File: src/rtl/psf_pkg.sv
// psf_pkg: shared types and constants for the pulse segment finder.
// Holds widths, the sample index limit and the result item struct.
// No dependencies.
package psf_pkg;

    // Waveform length and sample width
    localparam int WAVE_LEN    = 65536;
    localparam int SAMPLE_BITS = 16;

    localparam int CNT_W   = 16;
    localparam int TRIG_W  = 15;
    // Wide enough to compare a signed sample against threshold plus tail
    localparam int CMP_W   = SAMPLE_BITS + 2;

    localparam logic [CNT_W-1:0] CNT_MAX = '1;
    localparam int IDX_LIM_INT = (WAVE_LEN - 1 > 65535) ? 65535 : (WAVE_LEN - 1);
    localparam logic [CNT_W-1:0] INDEX_LIMIT = CNT_W'(IDX_LIM_INT);

    // Result queue depth
    localparam int Q_DEPTH = 4;
    localparam int Q_PTR_W = $clog2(Q_DEPTH);
    localparam int Q_CNT_W = $clog2(Q_DEPTH + 1);

    typedef struct packed {
        logic [CNT_W-1:0] end_index;
        logic [CNT_W-1:0] segment_length;
        logic [CNT_W-1:0] rise_position;
    } result_t;

endpackage

File: src/rtl/pulse_segment_finder.sv
// pulse_segment_finder: top level; tracker front, result queue, output back.
// Depends on psf_pkg, psf_tracker, psf_queue, psf_out.
// Throughput: one sample per cycle; a sample is taken while the result queue
// (4 entries) has room; the output side affects this only through the queue fill.
// A result is queued as its sample is accepted, then shown on m_ from the output register once it is free.
// Reset: synchronous active-low aresetn clears run state, trigger_level and
// the queue; no clearing pass.
module pulse_segment_finder (
    input  logic                                    aclk,
    input  logic                                    aresetn,
    input  logic                                    cfg_wr_en,
    input  logic [psf_pkg::TRIG_W-1:0]              cfg_wr_data,
    input  logic                                    s_valid,
    output logic                                    s_ready,
    input  logic signed [psf_pkg::SAMPLE_BITS-1:0]  s_sample_value,
    input  logic                                    s_last_sample,
    output logic                                    m_valid,
    input  logic                                    m_ready,
    output logic [psf_pkg::CNT_W-1:0]               m_end_index,
    output logic [psf_pkg::CNT_W-1:0]               m_segment_length,
    output logic [psf_pkg::CNT_W-1:0]               m_rise_position
);
    import psf_pkg::*;

    logic [TRIG_W-1:0] trigger_level_reg;
    logic              accept, emit, q_not_empty, q_not_full, q_pop;
    result_t           trk_result, q_head, out_data;

    // Threshold register
    always_ff @(posedge aclk) begin
        if (!aresetn) begin
            trigger_level_reg <= '0;
        end else if (cfg_wr_en) begin
            trigger_level_reg <= cfg_wr_data;
        end
    end

    assign s_ready = q_not_full;
    assign accept  = s_valid && s_ready;

    psf_tracker u_tracker (
        .aclk          (aclk),
        .aresetn       (aresetn),
        .trigger_level (trigger_level_reg),
        .accept        (accept),
        .sample_value  (s_sample_value),
        .last_sample   (s_last_sample),
        .emit          (emit),
        .result        (trk_result)
    );

    psf_queue u_queue (
        .aclk      (aclk),
        .aresetn   (aresetn),
        .push      (emit),
        .push_data (trk_result),
        .pop       (q_pop),
        .not_empty (q_not_empty),
        .not_full  (q_not_full),
        .head_data (q_head)
    );

    psf_out u_out (
        .aclk        (aclk),
        .aresetn     (aresetn),
        .q_not_empty (q_not_empty),
        .q_head      (q_head),
        .q_pop       (q_pop),
        .out_valid   (m_valid),
        .out_ready   (m_ready),
        .out_data    (out_data)
    );

    assign m_end_index      = out_data.end_index;
    assign m_segment_length = out_data.segment_length;
    assign m_rise_position  = out_data.rise_position;

endmodule

File: src/rtl/psf_tracker.sv
// psf_tracker: front part; accepts samples, tracks the run state and
// classifies each item into extend, close or tail update. Uses psf_pkg.
module psf_tracker (
    input  logic                                aclk,
    input  logic                                aresetn,
    input  logic [psf_pkg::TRIG_W-1:0]          trigger_level,
    input  logic                                accept,
    input  logic signed [psf_pkg::SAMPLE_BITS-1:0] sample_value,
    input  logic                                last_sample,
    output logic                                emit,
    output psf_pkg::result_t                    result
);
    import psf_pkg::*;

    logic [CNT_W-1:0]        sample_index_reg, sample_index_next;
    logic [CNT_W-1:0]        run_length_reg, run_length_next;
    logic [SAMPLE_BITS-1:0]  run_max_reg, run_max_next;
    logic [CNT_W-1:0]        max_position_reg, max_position_next;
    logic [SAMPLE_BITS-1:0]  tail_level_reg, tail_level_next;

    logic signed [CMP_W-1:0] s_ext, th_ext, tail_ext, max_ext;
    logic                    above_tail, above_th, new_max, dropped;
    logic [CNT_W-1:0]        len_inc;

    // Operands widened so every compare is exact
    always_comb begin
        s_ext    = CMP_W'(sample_value);
        th_ext   = CMP_W'(trigger_level);
        tail_ext = CMP_W'(tail_level_reg);
        max_ext  = CMP_W'(run_max_reg);
    end

    // Classification of the current item
    assign above_tail = s_ext > (th_ext + tail_ext);
    assign above_th   = s_ext > th_ext;
    assign new_max    = max_ext < s_ext;
    assign dropped    = s_ext <= (max_ext - th_ext);
    assign len_inc    = (run_length_reg != CNT_MAX) ? run_length_reg + 1'b1 : run_length_reg;

    assign emit = accept && above_tail && !new_max && dropped;
    assign result.end_index      = sample_index_reg;
    assign result.segment_length = len_inc;
    assign result.rise_position  = max_position_reg;

    // Next-state logic
    always_comb begin
        sample_index_next = sample_index_reg;
        run_length_next   = run_length_reg;
        run_max_next      = run_max_reg;
        max_position_next = max_position_reg;
        tail_level_next   = tail_level_reg;
        if (accept) begin
            if (above_tail) begin
                run_length_next = len_inc;
                if (new_max) begin
                    run_max_next      = sample_value;
                    max_position_next = len_inc;
                end else if (dropped) begin
                    run_length_next   = '0;
                    run_max_next      = '0;
                    max_position_next = '0;
                    tail_level_next   = sample_value;
                end
            end else if (above_th) begin
                if (s_ext < tail_ext) begin
                    tail_level_next = sample_value;
                end
            end else begin
                tail_level_next = '0;
            end
            if (sample_index_reg < INDEX_LIMIT) begin
                sample_index_next = sample_index_reg + 1'b1;
            end
            if (last_sample) begin
                sample_index_next = '0;
                run_length_next   = '0;
                run_max_next      = '0;
                max_position_next = '0;
                tail_level_next   = '0;
            end
        end
    end

    always_ff @(posedge aclk) begin
        if (!aresetn) begin
            sample_index_reg <= '0;
            run_length_reg   <= '0;
            run_max_reg      <= '0;
            max_position_reg <= '0;
            tail_level_reg   <= '0;
        end else begin
            sample_index_reg <= sample_index_next;
            run_length_reg   <= run_length_next;
            run_max_reg      <= run_max_next;
            max_position_reg <= max_position_next;
            tail_level_reg   <= tail_level_next;
        end
    end

    // A closing item always follows a recorded maximum
    a_rise_nonzero: assert property (@(posedge aclk) disable iff (!aresetn)
        emit |-> (result.rise_position != '0))
        else $error("segment closed without a recorded maximum");

    // Maximum and tail hold non-negative sample values only
    a_max_pos: assert property (@(posedge aclk) disable iff (!aresetn)
        !run_max_reg[SAMPLE_BITS-1] && !tail_level_reg[SAMPLE_BITS-1])
        else $error("run maximum or tail went negative");

    // Last item clears the whole run state
    a_last_clears: assert property (@(posedge aclk) disable iff (!aresetn)
        (accept && last_sample) |=> (sample_index_reg == '0 && run_length_reg == '0
                                     && max_position_reg == '0))
        else $error("state not cleared after last item");

endmodule

File: src/rtl/psf_queue.sv
// psf_queue: short result queue between the tracker and the output stage.
// Register based, one push and one pop per cycle. Uses psf_pkg.
module psf_queue (
    input  logic             aclk,
    input  logic             aresetn,
    input  logic             push,
    input  psf_pkg::result_t push_data,
    input  logic             pop,
    output logic             not_empty,
    output logic             not_full,
    output psf_pkg::result_t head_data
);
    import psf_pkg::*;

    result_t              entry_reg [Q_DEPTH];
    logic [Q_PTR_W-1:0]   wr_ptr_reg, wr_ptr_next;
    logic [Q_PTR_W-1:0]   rd_ptr_reg, rd_ptr_next;
    logic [Q_CNT_W-1:0]   count_reg, count_next;

    assign not_empty = count_reg != '0;
    assign not_full  = count_reg != Q_CNT_W'(Q_DEPTH);
    assign head_data = entry_reg[rd_ptr_reg];

    // Pointer and fill count update
    always_comb begin
        wr_ptr_next = push ? wr_ptr_reg + 1'b1 : wr_ptr_reg;
        rd_ptr_next = pop  ? rd_ptr_reg + 1'b1 : rd_ptr_reg;
        count_next  = count_reg;
        if (push && !pop) begin
            count_next = count_reg + 1'b1;
        end else if (pop && !push) begin
            count_next = count_reg - 1'b1;
        end
    end

    always_ff @(posedge aclk) begin
        if (!aresetn) begin
            wr_ptr_reg <= '0;
            rd_ptr_reg <= '0;
            count_reg  <= '0;
        end else begin
            wr_ptr_reg <= wr_ptr_next;
            rd_ptr_reg <= rd_ptr_next;
            count_reg  <= count_next;
        end
    end

    // Entry storage, no reset
    always_ff @(posedge aclk) begin
        if (push) begin
            entry_reg[wr_ptr_reg] <= push_data;
        end
    end

    a_no_overflow: assert property (@(posedge aclk) disable iff (!aresetn)
        push |-> (not_full || pop))
        else $error("push into full queue");

    a_no_underflow: assert property (@(posedge aclk) disable iff (!aresetn)
        pop |-> not_empty)
        else $error("pop from empty queue");

    a_count_range: assert property (@(posedge aclk) disable iff (!aresetn)
        count_reg <= Q_CNT_W'(Q_DEPTH))
        else $error("queue count out of range");

endmodule

File: src/rtl/psf_out.sv
// psf_out: back part; moves results from the queue into the output
// register and holds them until taken. Uses psf_pkg.
module psf_out (
    input  logic             aclk,
    input  logic             aresetn,
    input  logic             q_not_empty,
    input  psf_pkg::result_t q_head,
    output logic             q_pop,
    output logic             out_valid,
    input  logic             out_ready,
    output psf_pkg::result_t out_data
);
    import psf_pkg::*;

    logic    valid_reg, valid_next;
    result_t data_reg;

    // Load whenever the output register is free or being emptied
    assign q_pop      = q_not_empty && (!valid_reg || out_ready);
    assign valid_next = q_pop || (valid_reg && !out_ready);
    assign out_valid  = valid_reg;
    assign out_data   = data_reg;

    always_ff @(posedge aclk) begin
        if (!aresetn) begin
            valid_reg <= 1'b0;
        end else begin
            valid_reg <= valid_next;
        end
    end

    always_ff @(posedge aclk) begin
        if (q_pop) begin
            data_reg <= q_head;
        end
    end

    a_hold: assert property (@(posedge aclk) disable iff (!aresetn)
        (valid_reg && !out_ready) |=> (valid_reg && $stable(data_reg)))
        else $error("stalled output item changed");

    a_no_pop_stalled: assert property (@(posedge aclk) disable iff (!aresetn)
        (valid_reg && !out_ready) |-> !q_pop)
        else $error("pop while output stalled");

    a_fill: assert property (@(posedge aclk) disable iff (!aresetn)
        q_pop |=> valid_reg)
        else $error("popped item not shown");

endmodule

File: config.mk
export PLATFORM = sky130hd
export DESIGN_NAME = pulse_segment_finder
export DESIGN_NICKNAME = d
export VERILOG_FILES = /design/src/rtl/psf_pkg.sv /design/src/rtl/pulse_segment_finder.sv /design/src/rtl/psf_tracker.sv /design/src/rtl/psf_queue.sv /design/src/rtl/psf_out.sv
export SDC_FILE = /design/constraint.sdc
export NUM_CORES = 1
export LEC_CHECK = 0
export ABC_AREA = 0
export CAP_MARGIN = 0
export CELL_PAD_IN_SITES_DETAIL_PLACEMENT = 0
export CELL_PAD_IN_SITES_GLOBAL_PLACEMENT = 1
export CORE_ASPECT_RATIO = 0.9
export CORE_MARGIN = 10
export CORE_UTILIZATION = 55
export CTS_BUF_LIST = sky130_fd_sc_hd__clkbuf_8
export CTS_CLUSTER_DIAMETER = 120
export DETAILED_ROUTE_END_ITERATION = 16
export DONT_BUFFER_PORTS = 1
export GPL_TIMING_DRIVEN = 0
export PLACE_DENSITY = 0.84
export SLEW_MARGIN = 5
export SYNTH_ARGS = -nofsm -noshare
export SYNTH_HDL_FRONTEND = slang
export SYNTH_HIERARCHICAL = 1
export SYNTH_SLANG_ARGS = --single-unit
File: constraint.sdc
create_clock -name aclk -period 7.7 [get_ports aclk]
set_clock_uncertainty 0.15 [all_clocks]
set_input_delay 1.155 -clock aclk [delete_from_list [all_inputs] [get_ports aclk]]
set_output_delay 1.155 -clock aclk [all_outputs]
set_load 0.1 [all_outputs]
==> flow_metrics.tcl, run 1 <==
set metrics [dict create \
    critPathKind "reg2reg" \
    clk_path_buf_depth 3 \
    yosysSeqAreaShare 0.5823 \
    cap_violations 0 \
    setup.worst_path.start_class "flop" \
    cts_hold_buf 0 \
    die_h_um 181.7 \
    boundaryPins 87 \
    tns_ns 0 \
    numCtsBuffers 53 \
    yosys-top-cells-area "edfxtp_1 45%, dfxtp_1 13%, ha_1 8.9%, mux4_2 6.8%, a22o_1 2.4%" \
    worstSkewPairLatency_ns 0.58 \
    crit_path_max_fanout 7 \
    place_congestion 0.8646 \
    hpwl_um 23590 \
    cts-htree-levels 2 \
    ys_async_sr_fraction 0 \
    syn-num-nets 1319 \
    path_clk_slew_ns 0.08 \
    cts_resized 0 \
    die_x_um 199.7 \
    nets 1379 \
    cts_sinks 345 \
    die-area_um2 36300 \
    num_rows 59 \
    drtIter0Drc 747 \
    hold_class "reg2reg" \
    relSlewSlack 0.3585 \
    placed_cells 1536 \
    rsz0062_at_grt "false" \
    worstPathArrival_ns 6.78 \
    wl_per_cell_um 20.39 \
    synth_common_cells "240 x edfxtp_1, 114 x ha_1, 105 x dfxtp_1" \
    post-place-ws_ns 1.371 \
    gr-usage-met1 0.2789 \
    finalSetupViolations 0 \
    end_kind "flop" \
    outcome "completed" \
    fmax_mhz 155.3 \
    ir_worst_vdd_mv 0.2962 \
    antenna_left 0 \
    numPortBuffers 0 \
    antenna_cells 0 \
    fin_crit_ns 6.439 \
    grt_usage 0.1866 \
    power_density_nw_per_um2 321.0 \
    syn-instance-count 1165 \
    finalHoldViolCount 0 \
    core-area_um2 28790 \
    avgSynthCellArea_um2 13.72 \
    period_share 0.8363 \
    post_cts_buffers 0 \
    vias 9504 \
    start_util 0.5553 \
    yosys.area.top_type "edfxtp_1" \
    yosysMostFrequentCell "edfxtp_1" \
    cp.required_ns 8.04 \
    synthFlopType "edfxtp_1" \
    remaining_drc_errors 0 \
    layout-drive-gt1-share 0.1394 \
    slew_viol_final 0 \
    busiest_layer "met1" \
    grt_pass1_vias 9497 \
    syn_area_um2 15990 \
    viasPerCell 5.809 \
    grt_use_met2 0.2748 \
    first_pass_iters 5 \
    synth_edf_count 240 \
    grt-ovfl-total 0 \
    ys_seq_elements 345 \
    synth_top_area_frac 0.4508 \
    grt_start_max_net_pins 33 \
    tritoncts "built" \
    yosys_warnings 6 \
    finalWirelength_um 33350 \
    root_buffer "clkbuf_8" \
    total_power_uw 5690 \
    yosysUniqueCellTypes 78 \
    area_growth_pct 10.89 \
    p_leak_uw 0.006779 \
    grtUsageMet3 0.03752 \
    hold_slack_ns 0.3305 \
    grt_pass1_wl_um 53240 \
    fin_cells 1636 \
    largest_register_ffs 192 \
    worstMarginPinSlew_ns 0.9609 \
    fin_ws_ns 1.261 \
    antenna_found_initial 0 \
]
[placed cells by master (no fill, tap or decap), types with 7 or more instances in the layout]
cell       instances
a21o_1            10
a21oi_1           50
a22o_1            44
and2_1             9
and3_1             7
buf_2             10
clkbuf_1          11
clkbuf_8          60
clkinv_2           7
dfxtp_1          105
edfxtp_1         240
ha_1             114
inv_1            102
mux2i_1           28
mux4_2            48
nand2_1           61
nand2b_1          12
nand3_1           28
nand4_1           12
nor2_1            43
nor2b_1           23
nor3_1            15
o21a_1             8
o21ai_0           26
o2bb2ai_1         10
or3_1             12
xnor2_1           22
xor2_1            32
[through the flow]
step / utilization / cell area, µm²
after detailed placement: 0.5751 / 16560
after global routing: 0.6157 / 17730
after global placement: 0.5712 / 16440
after CTS: 0.6157 / 17730
after floorplan: - / 15990
final: 0.6157 / 17730
[layout make-up]
type,count,area (µm²)
Sequential cell,345,9309
Multi-Input combinational cell,709,6196
Fill cell,2220,11060
Clock inverter,40,344.1
Tap cell,366,457.9
Clock buffer,60,825.8
Inverter,82,307.8
Timing Repair Buffer,5,100.1
Buffer,29,186.4
[worst max-delay path, stage by stage (launching register included)]
cell	delay, ns
dfxtp_1	0.37
ha_1	0.26
fa_1	0.41
a21oi_1	0.21
o21bai_1	0.17
nor4b_2	0.44
o21ai_1	0.15
o211ai_2	0.25
o21ai_0	0.16
a21oi_1	0.20
xnor2_1	0.10
ha_1	0.32
nand2_1	0.07
nor4_1	0.41
a221o_1	0.28
and3_1	0.24
o21ai_0	0.24
nor2_1	0.51
ha_1	0.27
inv_1	0.06
fa_1	0.37
xor2_1	0.18
or3_1	0.31
a21boi_0	0.21
[cells by family (layout without fill, tap and decap cells)]
group | count (synthesis) | count (layout) | synth area share
simple gates | 252 | 252 | 0.08280
compound gates | 207 | 207 | 0.09392
flops | 345 | 345 | 0.5823
mux | 79 | 79 | 0.08750
fa+ha+maj | 117 | 117 | 0.09298
xor+xnor | 54 | 54 | 0.02958
buf+inv | 111 | 216 | 0.03091
[path summary, 6_finish.rpt]
kind                                           end  depth (start not counted)  slack [ns]                                  start
max              u_queue/count_reg[2]$_SDFFE_PN0P_                         23        1.26      trigger_level_reg[0]$_SDFFE_PN0P_
min          u_tracker/run_max_reg[0]$_SDFFE_PN0P_                          1        0.33  u_tracker/run_max_reg[0]$_SDFFE_PN0P_
max reg2reg      u_queue/count_reg[2]$_SDFFE_PN0P_                         23        1.26      trigger_level_reg[0]$_SDFFE_PN0P_
min reg2reg  u_tracker/run_max_reg[0]$_SDFFE_PN0P_                          1        0.33  u_tracker/run_max_reg[0]$_SDFFE_PN0P_
[power by group]
group | total [µW] | internal (µW) | switching, µW
Clock | 1630 | 924 | 709
Combinational | 795 | 346 | 450
Sequential | 3260 | 2220 | 1040
[layer usage]
| metal | share of wire | routed length [µm] | up-vias |
|---|---|---|---|
| met5 | 0 | 0 | - |
| met2 | 0.44 | 14640 | 224 |
| met3 | 0.056 | 1883 | 40 |
| li1 | - | - | 4560 |
| met1 | 0.49 | 16360 | 4680 |
| met4 | 0.014 | 466 | 0 |
(Power assumes the default switching activity.)
==> run 2, diff against run 1 <==
- ABC_AREA: 0 -> 1
- CORE_UTILIZATION: 55 -> 52
- clock period: 7.7 -> 6.71 ns (I/O delays scaled with it)
==> flow_metrics.tcl, run 2 <==
set metrics [dict create \
    outcome "completed" \
    ys_async_sr_fraction 0 \
    rr_endpoint "u_queue/entry_reg[3][25]$_DFFE_PP_" \
    hold_class "reg2reg" \
    antenna_cells 0 \
    syn-num-nets 1919 \
    p_leak_uw 0.007600 \
    numCtsBuffers 53 \
    cts-htree-levels 2 \
    finalWirelength_um 40780 \
    clock_power_share 0.237 \
    viasPerCell 5.405 \
    synth_common_cells "289 x nand2_1, 242 x nor2_1, 240 x edfxtp_1" \
    holdPathEnd "u_queue/rd_ptr_reg[1]$_SDFFE_PN0P_" \
    final_common_cell "nand2_1" \
    vias 12360 \
    yosysSeqAreaShare 0.5473 \
    post_cts_buffers 0 \
    switching_power_uw 3302 \
    ir_worst_vdd_mv 0.1868 \
    worstSkewPairLatency_ns 0.62 \
    die-area_um2 40350 \
    antenna_found_initial 0 \
    numPortBuffers 0 \
    cp.required_ns 6.84 \
    regArea_um2 9309 \
    yosys_warnings 6 \
    grt_pass1_wl_um 64380 \
    placed_area_um2 17640 \
    layout-drive-gt1-share 0.1037 \
    first_pass_iters 4 \
    ys_seq_elements 345 \
    crit_path_max_fanout 29 \
    whs_path_depth 1 \
    tritoncts "built" \
    fin_crit_ns 5.491 \
    r2r-start "trigger_level_reg[2]$_SDFFE_PN0P_" \
    num_rows 62 \
    yosysMostFrequentCell "nand2_1" \
    ff2ff_path_depth 25 \
    finalSetupViolations 0 \
    cap_violations 0 \
    hpwl_um 29120 \
    drtIter0Drc 677 \
    grt_pass1_vias 12100 \
    worstPathArrival_ns 5.62 \
    syn-instance-count 1765 \
    hp-start "u_queue/rd_ptr_reg[1]$_SDFFE_PN0P_" \
    worstMarginPinSlew_ns 1.083 \
    power_density_nw_per_um2 404.5 \
    relSlewSlack 0.2773 \
    internal_power_uw 4283 \
    fmax_mhz 182.1 \
    p_sw_frac 0.4353 \
    yosys.area.top_type "edfxtp_1" \
    multi_input_area_um2 6601 \
    area_growth_pct 10.26 \
    syn_area_um2 17010 \
    place_congestion 0.8766 \
    comb_power_share 0.269 \
    remaining_drc_errors 0 \
    period_share 0.8183 \
    start_util 0.5296 \
    wl_per_cell_um 17.84 \
    grt_start_max_net_pins 37 \
    avgSynthCellArea_um2 9.636 \
    total_power_uw 7585 \
    setup.worst_path.start_class "flop" \
    yosysUniqueCellTypes 50 \
    yosys-top-cells-area "edfxtp_1 42%, dfxtp_1 12%, ha_1 8.4%, nand2_1 6.4%, nor2_1 5.3%" \
    critPathKind "reg2reg" \
    antenna_left 0 \
    nets 1979 \
    die_x_um 210.6 \
    synth_top_area_frac 0.4237 \
    final_cell_mix "289 x nand2_1, 242 x nor2_1, 240 x edfxtp_1" \
    root_buffer "clkbuf_8" \
    grt-ovfl-total 0 \
    rsz0062_at_grt "false" \
    path_clk_slew_ns 0.06 \
    die_h_um 191.6 \
    final_cell_area_um2 18750 \
    boundaryPins 87 \
    cts_sinks 345 \
    cts_resized 0 \
    clk_path_buf_depth 3 \
    synth_edf_count 240 \
    fillCellCount 2788 \
    largest_register_ffs 192 \
    r2r_slack_ns 1.22 \
    synthFlopType "edfxtp_1" \
    grt_usage 0.2005 \
    p_seq_frac 0.494 \
    slew_viol_final 0 \
    end_kind "flop" \
    cts_hold_buf 0 \
    core-area_um2 32120 \
    finalHoldViolCount 0 \
]
[run 2: worst max-delay path, cell delays in order (launching register included)]
cell	delay, ns
dfxtp_1	0.35
ha_1	0.39
nand2_1	0.09
nand2_1	0.07
nand3_1	0.07
nand2_1	0.05
a21oi_1	0.21
o21ai_1	0.17
a21boi_0	0.33
o21ai_1	0.15
nand3_1	0.11
nand2_1	0.06
nand2_1	0.06
nand2_1	0.05
ha_1	0.28
nand2_1	0.07
nor2_1	0.23
nand2_1	0.09
nand2_1	0.06
nand2_1	0.06
a21oi_1	0.38
nand3_1	0.12
a21oi_1	0.62
nand2_1	0.14
inv_2	0.46
buf_12	0.29
[run 2: final cells by class]
class / instances / share of cell area
buffer: 65 / 0.02262
clock buffer: 58 / 0.04257
clock inverter: 42 / 0.01675
sequential: 345 / 0.4964
inverter: 181 / 0.03650
timing repair buffer: 5 / 0.005338
multi-input combinational: 1174 / 0.3520
tap: 416 / 0.02776
[run 2: routing by layer]
layer,GRT usage,vias up,wire [µm]
li1,-,6154,-
met1,0.2487,5821,17800
met2,0.3455,319,19700
met3,0.03976,61,2364
met4,0.06568,0,916
met5,0,-,0
[run 2: worst max path at each step]
stage                                           start                                 end  slack [ns]  cells after the start
finish              trigger_level_reg[2]$_SDFFE_PN0P_  u_queue/entry_reg[3][25]$_DFFE_PP_        1.22                     25
global route        trigger_level_reg[2]$_SDFFE_PN0P_  u_queue/entry_reg[3][25]$_DFFE_PP_        0.70                     25
CTS                 trigger_level_reg[2]$_SDFFE_PN0P_   u_queue/entry_reg[3][4]$_DFFE_PP_        1.20                     25
detailed placement                  s_sample_value[2]   u_queue/entry_reg[3][9]$_DFFE_PP_        0.85                     17
global placement                    s_sample_value[2]  u_queue/entry_reg[3][23]$_DFFE_PP_       -0.15                     16
floorplan                           s_sample_value[2]   u_queue/entry_reg[0][0]$_DFFE_PP_        1.82                     16
[run 2: per-stage QoR]
step / hold WS [ns] / setup TNS (ns) / utilization / std cells / worst slack, ns
2_1_floorplan: 0.2615 / 0 / - / 1765 / 1.824
3_3_place_gp: 0.2808 / -15.94 / 0.5458 / 2181 / -0.1467
3_5_place_dp: 0.2927 / 0 / 0.5492 / 2186 / 0.8487
4_1_cts: 0.3114 / 0 / 0.5839 / 2286 / 1.203
5_1_grt: 0.3354 / 0 / 0.5839 / 2286 / 0.6955
6_report: 0.3132 / 0 / 0.5839 / 2286 / 1.219
[run 2: cell families after synthesis]
kind of cell             after synthesis  synth area share
XOR/XNOR                              35           0.01802
AND/OR/NAND/NOR                      685            0.1717
AO/OA/AOI/OAI                        337            0.1104
adder cells (fa/ha/maj)              117           0.08740
buffers and inverters                246           0.06518
flip-flops                           345            0.5473
[run 2: power groups by stage]
stage	clock network, µW	logic (µW)	registers (µW)
floorplan	0	1480	3760
global placement	0	1950	3820
detailed placement	0	2030	3800
CTS	1840	2040	3760
global route	1930	2310	3780
finish	1800	2040	3750
==> run 3, diff against run 2 <==
- ABC_AREA: 1 -> 0
- CORE_UTILIZATION: 52 -> 50
- PLACE_DENSITY: 0.84 -> 0.8
- clock period: 6.71 -> 4.66 ns (I/O delays scaled with it)
==> flow_metrics.tcl, run 3 (synthesis results as in run 1) <==
set metrics [dict create \
    outcome "complete, but fails checks" \
    violations "negative setup slack" \
    cp.required_ns 5.05 \
    p_seq_frac 0.579 \
    drtIter0Drc 668 \
    wl_per_cell_um 22.01 \
    clk_path_buf_depth 3 \
    layout-drive-gt1-share 0.2284 \
    antenna_found_initial 1 \
    worstPathArrival_ns 5.28 \
    area_growth_pct 17.27 \
    ir_worst_vdd_mv 0.7424 \
    grt_pass1_wl_um 57460 \
    worstMarginPinSlew_ns 1.024 \
    grt_usage 0.1841 \
    period_share 1.050 \
    numPortBuffers 0 \
    fmax_mhz 204.3 \
    first_pass_iters 5 \
    start_util 0.5039 \
    end_kind "flop" \
    slew_viol_final 0 \
    cts-htree-levels 2 \
    antenna_left 0 \
    crit_path_max_fanout 4 \
    cts_hold_buf 0 \
    cap_violations 0 \
    rsz0062_at_grt "true" \
    viasPerCell 5.726 \
    finalHoldViolCount 0 \
    die-area_um2 39540 \
    vias 10080 \
    fin_ws_ns -0.2351 \
    die_x_um 208.5 \
    remaining_drc_errors 0 \
    final_common_cell "edfxtp_1" \
    numCtsBuffers 55 \
    critPathKind "reg2reg" \
    grt_start_max_net_pins 33 \
    largest_register_ffs 192 \
    r2r_slack_ns -0.24 \
    grt-ovfl-total 0 \
    total_power_uw 9340 \
    hold_class "in2reg" \
    cts_sinks 345 \
    grt_pass1_vias 9847 \
    hold_slack_ns 0.06717 \
    boundaryPins 87 \
    finalSetupViolations 170 \
    final_cell_mix "240 x edfxtp_1, 106 x inv_1, 105 x ha_1" \
    comb_power_share 0.163 \
    worstSkewPairLatency_ns 0.60 \
    power_density_nw_per_um2 498.2 \
    switching_power_uw 3757 \
    finalWirelength_um 38740 \
    internal_power_uw 5583 \
    hpwl_um 23760 \
    p_leak_uw 0.007178 \
    p_sw_frac 0.4023 \
    num_rows 62 \
    clock_power_share 0.257 \
    fin_crit_ns 4.895 \
    root_buffer "clkbuf_8" \
    nets 1453 \
    tritoncts "built" \
    setup.worst_path.start_class "flop" \
    path_clk_slew_ns 0.06 \
    core-area_um2 31730 \
    place_congestion 0.8600 \
    die_h_um 189.6 \
    relSlewSlack 0.3190 \
    antenna_cells 0 \
]
==> run 3: timing repair <==
item                                    CTS  global route
gates cloned                             13            15
buffers inserted                         21            27
endpoints found under the setup margin  258           259
pin swaps                                27            47
resized for setup                        42            89
hold endpoints to repair                  0             0
==> run 3: routing by layer <==
| layer | vias up | routed length, µm | global-route usage |
|---|---|---|---|
| li1 | 4745 | - | - |
| met1 | 4965 | 17940 | 0.2567 |
| met2 | 304 | 17340 | 0.2843 |
| met3 | 61 | 2671 | 0.04148 |
| met4 | 2 | 770 | 0.05068 |
| met5 | - | 13 | 0 |
==> run 3: area by class of cell <==
| cell class | instances | area (µm²) |
|---|---|---|
| Fill cell | 2513 | 12980 |
| Sequential cell | 345 | 9321 |
| Multi-Input combinational cell | 736 | 6897 |
| Clock buffer | 59 | 812.0 |
| Tap cell | 416 | 520.5 |
| Timing Repair Buffer | 50 | 464.2 |
| Inverter | 82 | 310.3 |
| Clock inverter | 43 | 219.0 |
| Buffer | 29 | 203.9 |
==> run 3: worst paths after layout <==
kind | end | cells past startpoint | startpoint
worst max-delay path | u_queue/count_reg[2]$_SDFFE_PN0P_ | 24 | trigger_level_reg[0]$_SDFFE_PN0P_
worst max register to register | u_queue/count_reg[2]$_SDFFE_PN0P_ | 24 | trigger_level_reg[0]$_SDFFE_PN0P_
worst min-delay path | u_out/out_valid$_SDFF_PN0_ | 1 | aresetn
worst min register to register | u_tracker/run_length_reg[10]$_SDFFE_PN0P_ | 2 | u_tracker/run_length_reg[10]$_SDFFE_PN0P_
==> run 3: per-stage QoR <==
stage          setup TNS (ns)  worst slack (ns)    util  instance area (µm²)  instances
4_1_cts                -21.10           -0.3459  0.5690                18050       1718
2_1_floorplan               0           0.02484       -                16070       1165
3_3_place_gp          -253.50            -1.225  0.5230                16590       1581
6_report               -14.67           -0.2351  0.5909                18750       1760
5_1_grt                -44.11           -0.4295  0.5909                18750       1760
3_5_place_dp          -241.21            -1.155  0.5239                16620       1582
==> run 3: worst max-delay path: stages (launching register included) <==
cell	delay (ns)
dfxtp_4	0.41
ha_4	0.14
inv_1	0.04
fa_2	0.35
a21o_1	0.18
a21oi_2	0.15
nand2b_4	0.17
a211o_1	0.16
a311oi_2	0.10
o21a_1	0.20
nor2_2	0.13
xnor2_1	0.08
ha_1	0.32
nand3_2	0.12
nor4_4	0.38
a21oi_2	0.13
o31ai_4	0.09
nand2_2	0.11
nor2_4	0.21
ha_4	0.17
inv_2	0.04
fa_2	0.33
xor2_1	0.15
or3_1	0.37
a21boi_1	0.14
==> run 3: power by group through the flow <==
stage	Sequential [µW]	Clock (µW)	Combinational (µW)
after floorplan	5430	0	1020
after global placement	5520	0	1300
after detailed placement	5490	0	1370
after CTS	5430	2460	1420
after global routing	5460	2610	1660
final	5410	2400	1520
